--- src/sv/ise_pkg.sv ---
// Shared types and constants for the insertion sort engine.
`timescale 1ns / 1ps

package ise_pkg;

	localparam int VAL_W = 32;

	typedef logic signed [VAL_W-1:0] val_t;

	typedef enum logic {
		ST_FILL,
		ST_DRAIN
	} state_t;

	// per-cycle command broadcast to every cell
	typedef struct packed {
		logic ins;   // insert the broadcast value
		logic shift; // move contents one place towards cell 0
	} cell_ctrl_t;

endpackage

--- src/sv/ise_cell.sv ---
// One cell of the sorting chain: holds a single stored value.
`timescale 1ns / 1ps

module ise_cell (
	input  logic              clk,
	input  ise_pkg::cell_ctrl_t ctrl,
	input  ise_pkg::val_t     new_val,
	input  logic              occ,
	input  logic              left_occ,
	input  logic              left_gt,
	input  ise_pkg::val_t     left_val,
	input  ise_pkg::val_t     right_val,
	output logic              gt,
	output ise_pkg::val_t     val
);
	import ise_pkg::*;

	val_t val_q;
	val_t val_nxt;

	assign gt  = occ && (val_q > new_val);
	assign val = val_q;

	always_comb begin
		val_nxt = val_q;
		if (ctrl.shift) begin
			val_nxt = right_val;
		end else if (ctrl.ins) begin
			// occupied and larger: move up; empty tail slot: fill
			if (gt || (!occ && left_occ)) begin
				val_nxt = left_gt ? left_val : new_val;
			end
		end
	end

	always_ff @(posedge clk) begin
		val_q <= val_nxt;
	end

endmodule

--- src/sv/insertion_sort_engine.sv ---
// Top level: streaming insertion sort over a chain of storage cells.
// Insertion: one input transaction per cycle, each value placed in the same cycle.
// After the transaction marked last, results follow from the next cycle, one per cycle
// when m_axis_tready is high, N results for N stored values; input is stalled while the
// store drains. Store capacity DEPTH; values beyond it are dropped and flagged in tuser.
// Reset clears the fill count, overflow flag and state; cell contents are undefined.
`timescale 1ns / 1ps

module insertion_sort_engine #(
	parameter int DEPTH = 16
) (
	input  logic                      clk,
	input  logic                      arst_n,
	input  logic                      s_axis_tvalid,
	output logic                      s_axis_tready,
	input  logic [ise_pkg::VAL_W-1:0] s_axis_tdata,  // [31:0] in_value
	input  logic                      s_axis_tlast,  // is_last
	output logic                      m_axis_tvalid,
	input  logic                      m_axis_tready,
	output logic [ise_pkg::VAL_W-1:0] m_axis_tdata,  // [31:0] out_value
	output logic                      m_axis_tlast,  // out_last
	output logic                      m_axis_tuser   // dropped
);
	import ise_pkg::*;

	localparam int CW = $clog2(DEPTH + 1);
	localparam logic [CW-1:0] FULL = CW'(DEPTH);
	localparam logic [CW-1:0] ONE  = CW'(1);

	state_t      state_q, state_nxt;
	logic [CW-1:0] count_q, count_nxt;
	logic        ovf_q, ovf_nxt;
	cell_ctrl_t  ctrl;
	val_t        new_val;
	logic        in_acc, out_acc, full;

	logic [DEPTH-1:0] occ;
	logic [DEPTH-1:0] gt;
	val_t             val [DEPTH];

	assign new_val = val_t'(s_axis_tdata);
	assign full    = (count_q == FULL);

	genvar i;
	generate
		for (i = 0; i < DEPTH; i++) begin : g_cell
			assign occ[i] = (count_q > CW'(i));
			if (i == 0) begin : g_first
				ise_cell u_cell (
					.clk      (clk),
					.ctrl     (ctrl),
					.new_val  (new_val),
					.occ      (occ[i]),
					.left_occ (1'b1),
					.left_gt  (1'b0),
					.left_val (new_val),
					.right_val(val[i+1]),
					.gt       (gt[i]),
					.val      (val[i])
				);
			end else if (i == DEPTH - 1) begin : g_end
				ise_cell u_cell (
					.clk      (clk),
					.ctrl     (ctrl),
					.new_val  (new_val),
					.occ      (occ[i]),
					.left_occ (occ[i-1]),
					.left_gt  (gt[i-1]),
					.left_val (val[i-1]),
					.right_val(val[i]),
					.gt       (gt[i]),
					.val      (val[i])
				);
			end else begin : g_mid
				ise_cell u_cell (
					.clk      (clk),
					.ctrl     (ctrl),
					.new_val  (new_val),
					.occ      (occ[i]),
					.left_occ (occ[i-1]),
					.left_gt  (gt[i-1]),
					.left_val (val[i-1]),
					.right_val(val[i+1]),
					.gt       (gt[i]),
					.val      (val[i])
				);
			end
		end
	endgenerate

	assign m_axis_tdata = val[0];
	assign m_axis_tlast = (count_q == ONE);
	assign m_axis_tuser = ovf_q;
	assign in_acc       = s_axis_tvalid && s_axis_tready;
	assign out_acc      = m_axis_tvalid && m_axis_tready;

	always_comb begin
		state_nxt     = state_q;
		count_nxt     = count_q;
		ovf_nxt       = ovf_q;
		ctrl          = '0;
		s_axis_tready = 1'b0;
		m_axis_tvalid = 1'b0;
		case (state_q)
			ST_FILL: begin
				s_axis_tready = 1'b1;
				if (in_acc) begin
					if (full) begin
						ovf_nxt = 1'b1;
					end else begin
						ctrl.ins  = 1'b1;
						count_nxt = count_q + ONE;
					end
					if (s_axis_tlast) begin
						state_nxt = ST_DRAIN;
					end
				end
			end
			ST_DRAIN: begin
				m_axis_tvalid = 1'b1;
				if (out_acc) begin
					ctrl.shift = 1'b1;
					count_nxt  = count_q - ONE;
					if (count_q == ONE) begin
						state_nxt = ST_FILL;
						ovf_nxt   = 1'b0;
					end
				end
			end
			default: begin
				state_nxt = ST_FILL;
			end
		endcase
	end

	always_ff @(posedge clk or negedge arst_n) begin
		if (!arst_n) begin
			state_q <= ST_FILL;
			count_q <= '0;
			ovf_q   <= 1'b0;
		end else begin
			state_q <= state_nxt;
			count_q <= count_nxt;
			ovf_q   <= ovf_nxt;
		end
	end

	a_count_range: assert property (@(posedge clk) disable iff (!arst_n)
		count_q <= FULL)
		else $error("fill count beyond capacity");

	a_drain_nonempty: assert property (@(posedge clk) disable iff (!arst_n)
		(state_q == ST_DRAIN) |-> (count_q != '0))
		else $error("draining an empty store");

	a_one_side: assert property (@(posedge clk) disable iff (!arst_n)
		!(s_axis_tready && m_axis_tvalid))
		else $error("input and output active together");

	a_run_end: assert property (@(posedge clk) disable iff (!arst_n)
		(out_acc && m_axis_tlast) |=> (state_q == ST_FILL && count_q == '0 && !ovf_q))
		else $error("run did not close after last result");

	a_drop_sets_flag: assert property (@(posedge clk) disable iff (!arst_n)
		(in_acc && full) |=> ovf_q)
		else $error("overflow not recorded");

endmodule

--- config.mk ---
export PLATFORM = sky130hd
export DESIGN_NAME = insertion_sort_engine
export DESIGN_NICKNAME = d
export VERILOG_FILES = /design/src/sv/ise_pkg.sv /design/src/sv/ise_cell.sv /design/src/sv/insertion_sort_engine.sv
export SDC_FILE = /design/constraint.sdc
export NUM_CORES = 2
export LEC_CHECK = 0
export ABC_AREA = 1
export ABC_CLOCK_PERIOD_IN_PS = 11070
export BUFFER_PORTS_ARGS = -buffer_cell sky130_fd_sc_hd__buf_4
export CORE_MARGIN = 5
export CORE_UTILIZATION = 70
export DETAILED_ROUTE_END_ITERATION = 16
export PLACE_DENSITY_LB_ADDON = 0.1
export SLEW_MARGIN = 20
export SYNTH_ARGS = -nofsm -noshare
export SYNTH_HDL_FRONTEND = slang
export SYNTH_SLANG_ARGS = --single-unit
--- constraint.sdc ---
create_clock -name clk -period 11.07 [get_ports clk]
set_clock_uncertainty 0.2 [all_clocks]
set_input_delay 1.107 -clock clk [delete_from_list [all_inputs] [get_ports clk]]
set_output_delay 1.107 -clock clk [all_outputs]
set_load 0.005 [all_outputs]
==> run_results.csv <==
group,metric,value,unit
logic_synthesis,synth_cell_types,46,
setup_path,crit_path_start_kind,"input pin",
global_routing,grt-ovfl-total,0,
placed_design,placed_area,42800,um2
drt,drt-wirelength-per-cell,23.5,um
die,boundaryPins,73,
finish,num-nets-final,5993,
logic_synthesis,synth_top_area_cell,"edfxtp_1",
clock_network,cts_tree,"yes",
die,rows,89,
clock_network,postCtsHoldBufs,0,
clock_network,cts_buffers,59,
drt,detail_route.iter0.violations,5696,
power_and_ir_drop,peakVddDrop,318,uV
clock_network,clock-sinks,519,
global_routing,track_usage,0.445,
clock_network,clock_latency,0.66,ns
clock_network,post_cts_buffers,0,
sta,finalMaxSlewViolations,0,
run,maxCapViolCount,0,
clock_network,cts_root_buf,"clkbuf_16",
setup_path,endpoint_kind,"flop",
die,dieHeight,254,um
clock_network,h-tree-depth,2,
finish,syn_to_final_growth,7.39,%
run_status,outcome,"completed",
placed_design,place_congestion,1.00,
drt,route.vias.total,40400,
sta,hold_ws,0.118,ns
drt,drc,0,
logic_synthesis,synth_xor_xnor_area_share,0.000840,
sta,tightest_slew,1.11,ns
logic_synthesis,ys.flop_type,"edfxtp_1",
global_routing,grt_pass1_vias,38000,
power_and_ir_drop,p_leak,22.3,nW
setup_path,required,11.12,ns
logic_synthesis,synth_cells,5511,
power_and_ir_drop,p_sw,7.63,mW
die,die_width,254,um
min_path,hp-class,"input pin to asynchronous set/reset pin",
logic_synthesis,muxShareOfSynthArea,0,
power_and_ir_drop,switching_share,0.506,
placed_design,dp_hpwl,102000,um
global_routing,grt_max_degree,204,
clock_network,post_cts_resized,0,
logic_synthesis,synthAdderAreaFrac,0.155,
logic_synthesis,yosysTopAreaCellShare,0.369,
drt,ant_nets,0,
sta,hold_viol,0,
sta,setup-tns-final,0,ns
logic_synthesis,ys_async_sr_fraction,0.0135,
logic_synthesis,synth_seq_cells,519,
sta,fin_crit_sh,0.535,
sta,setup_viol,0,
global_routing,grt_pass1_wl,221000,um
clock_network,cts_buffer_depth,3,
finish,stdcell_area,44800,um2
die,die-area,64500,um2
logic_synthesis,synth_commonest_cells,"nand2_1 (1,853), nand3_1 (688), inv_1 (640)",
die,fp.coreArea,59000,um2
logic_synthesis,syn_area,41700,um2
power_and_ir_drop,p_int,7.45,mW
power_and_ir_drop,seqPwrFrac,0.331,
logic_synthesis,synth_top_family_by_area,"simple AND/OR/NAND/NOR gates",
setup_path,critPathArrivalTime,5.97,ns
drt,first_pass_iters,7,
placed_design,numPortBuffers,72,
power_and_ir_drop,clkPwrFrac,0.128,
logic_synthesis,yosys_warnings,0,
logic_synthesis,yosys-top-cells-area,"edfxtp_1 (37%), nand2_1 (17%), ha_1 (16%)",
logic_synthesis,yosysSeqAreaShare,0.373,
power_and_ir_drop,power_density,337,nW/um2
logic_synthesis,synth_fp_nets,6065,
logic_synthesis,syn_avg_cell_area,7.57,um2
sta,fmax,169,MHz
drt,via_per_inst,6.46,
logic_synthesis,yosysMostFrequentCell,"nand2_1",
drt,drt_wl_total,147000,um
finish,num_antenna_cells,0,
setup_path,path_max_fanout,33,
die,initial_utilization,0.706,
logic_synthesis,yosys.area_share.simple,0.320,
setup_path,path_class,"input pin to flop",
sta,post-route-min-period,5.92,ns
sta,slew_headroom,0.257,
finish,drive_gt1_frac,0.0598,
power_and_ir_drop,power_frac_comb,0.540,
sta,rsz0062_at_grt,"false",
logic_synthesis,synth_edf_count,512,
global_routing,antenna_found_initial,3,
clock_network,clkTransAtPathRegs,0.06,ns
logic_synthesis,synth_compound_gate_area_share,0.0613,
[flip-flops by register name, indices dropped and copies added (netlist names)]
| signal | count |
|---|---|
| count_q | 5 |
| g_cell.g_end.u_cell.val | 32 |
| g_cell.g_first.u_cell.val | 32 |
| g_cell.g_mid.u_cell.val | 448 |
| m_axis_tuser | 1 |
| state_q | 1 |
[through the flow]
step	setup slack (ns)	std cells	total power, mW	util
6_report	5.15	6260	15.1	0.759
4_1_cts	5.35	6255	14.7	0.756
3_3_place_gp	4.67	6145	12.5	0.725
5_1_grt	4.93	6260	16.1	0.759
3_5_place_dp	4.73	6146	12.7	0.726
2_1_floorplan	5.41	5511	10.2	-
[critical path, cell delays in order]
cell     delay, ns
buf_4         0.12
inv_1         0.66
buf_4         0.42
ha_1          0.30
a21oi_1       0.15
nor2_1        0.05
nor3_1        0.15
nand2_1       0.07
nand2_1       0.06
nand2_1       0.05
nand2_1       0.09
nand2_1       0.06
nand2_1       0.74
nand3_2       0.83
a21oi_4       1.06
[area by class of cell]
type,instances,area [um2]
clock buffers,73,1530
clock inverters,36,274
fillers,4613,14200
inverters,653,2460
multi-input cells,4039,22600
flip-flops and latches,519,15500
well taps,773,967
repair buffers,167,1400
[cells by family (layout without fill, tap and decap cells)]
logic type	Yosys count	after routing
flops	519	519
simple gates	3048	3048
xor+xnor	4	4
buf+inv	953	929
compound gates	470	470
fa+ha+maj	517	517
[routing by layer]
layer  part of all wire  global-route usage  vias to the layer above
met5           0.000075                   0                        -
met4              0.076               0.269                        2
met3               0.14               0.116                      696
met2               0.44               0.683                     2959
met1               0.35               0.568                    18300
li1                   -                   -                    18400
[path summary, 6_finish.rpt]
path	startpoint	to	slack (ns)	depth (start not counted)
max	s_axis_tdata[5]	g_cell[8].g_mid.u_cell.val[19]	5.15	15
min	arst_n	count_q[4]	0.12	1
max reg2reg	g_cell[13].g_mid.u_cell.val[13]	g_cell[13].g_mid.u_cell.val[11]	6.22	10
min reg2reg	m_axis_tuser	m_axis_tuser	0.31	2
max in group asynchronous	arst_n	count_q[2]	10.33	1
min in group clk	m_axis_tuser	m_axis_tuser	0.31	2
[placed cells by master (no fill, tap or decap), drive strengths merged, types with 9 or more instances in the layout]
master / instances
nand2: 1861
clkinv: 28
o21bai: 9
inv: 656
nand3: 700
ha: 517
o21a: 16
nand3b: 11
clkbuf: 73
a21oi: 272
nor2: 146
nor3: 24
o21ai: 151
buf: 167
edfxtp: 512
nand4: 289
[power groups by stage]
stage                     Combinational, mW  Sequential, mW  Clock [mW]
final                                  8.15            5.00        1.94
after global routing                   9.05            5.03        2.00
after CTS                              7.85            4.92        1.92
after detailed placement               7.79            4.94           0
after global placement                 7.54            4.95           0
after floorplan                        5.76            4.42           0
Power figures use the tool's default switching activity.
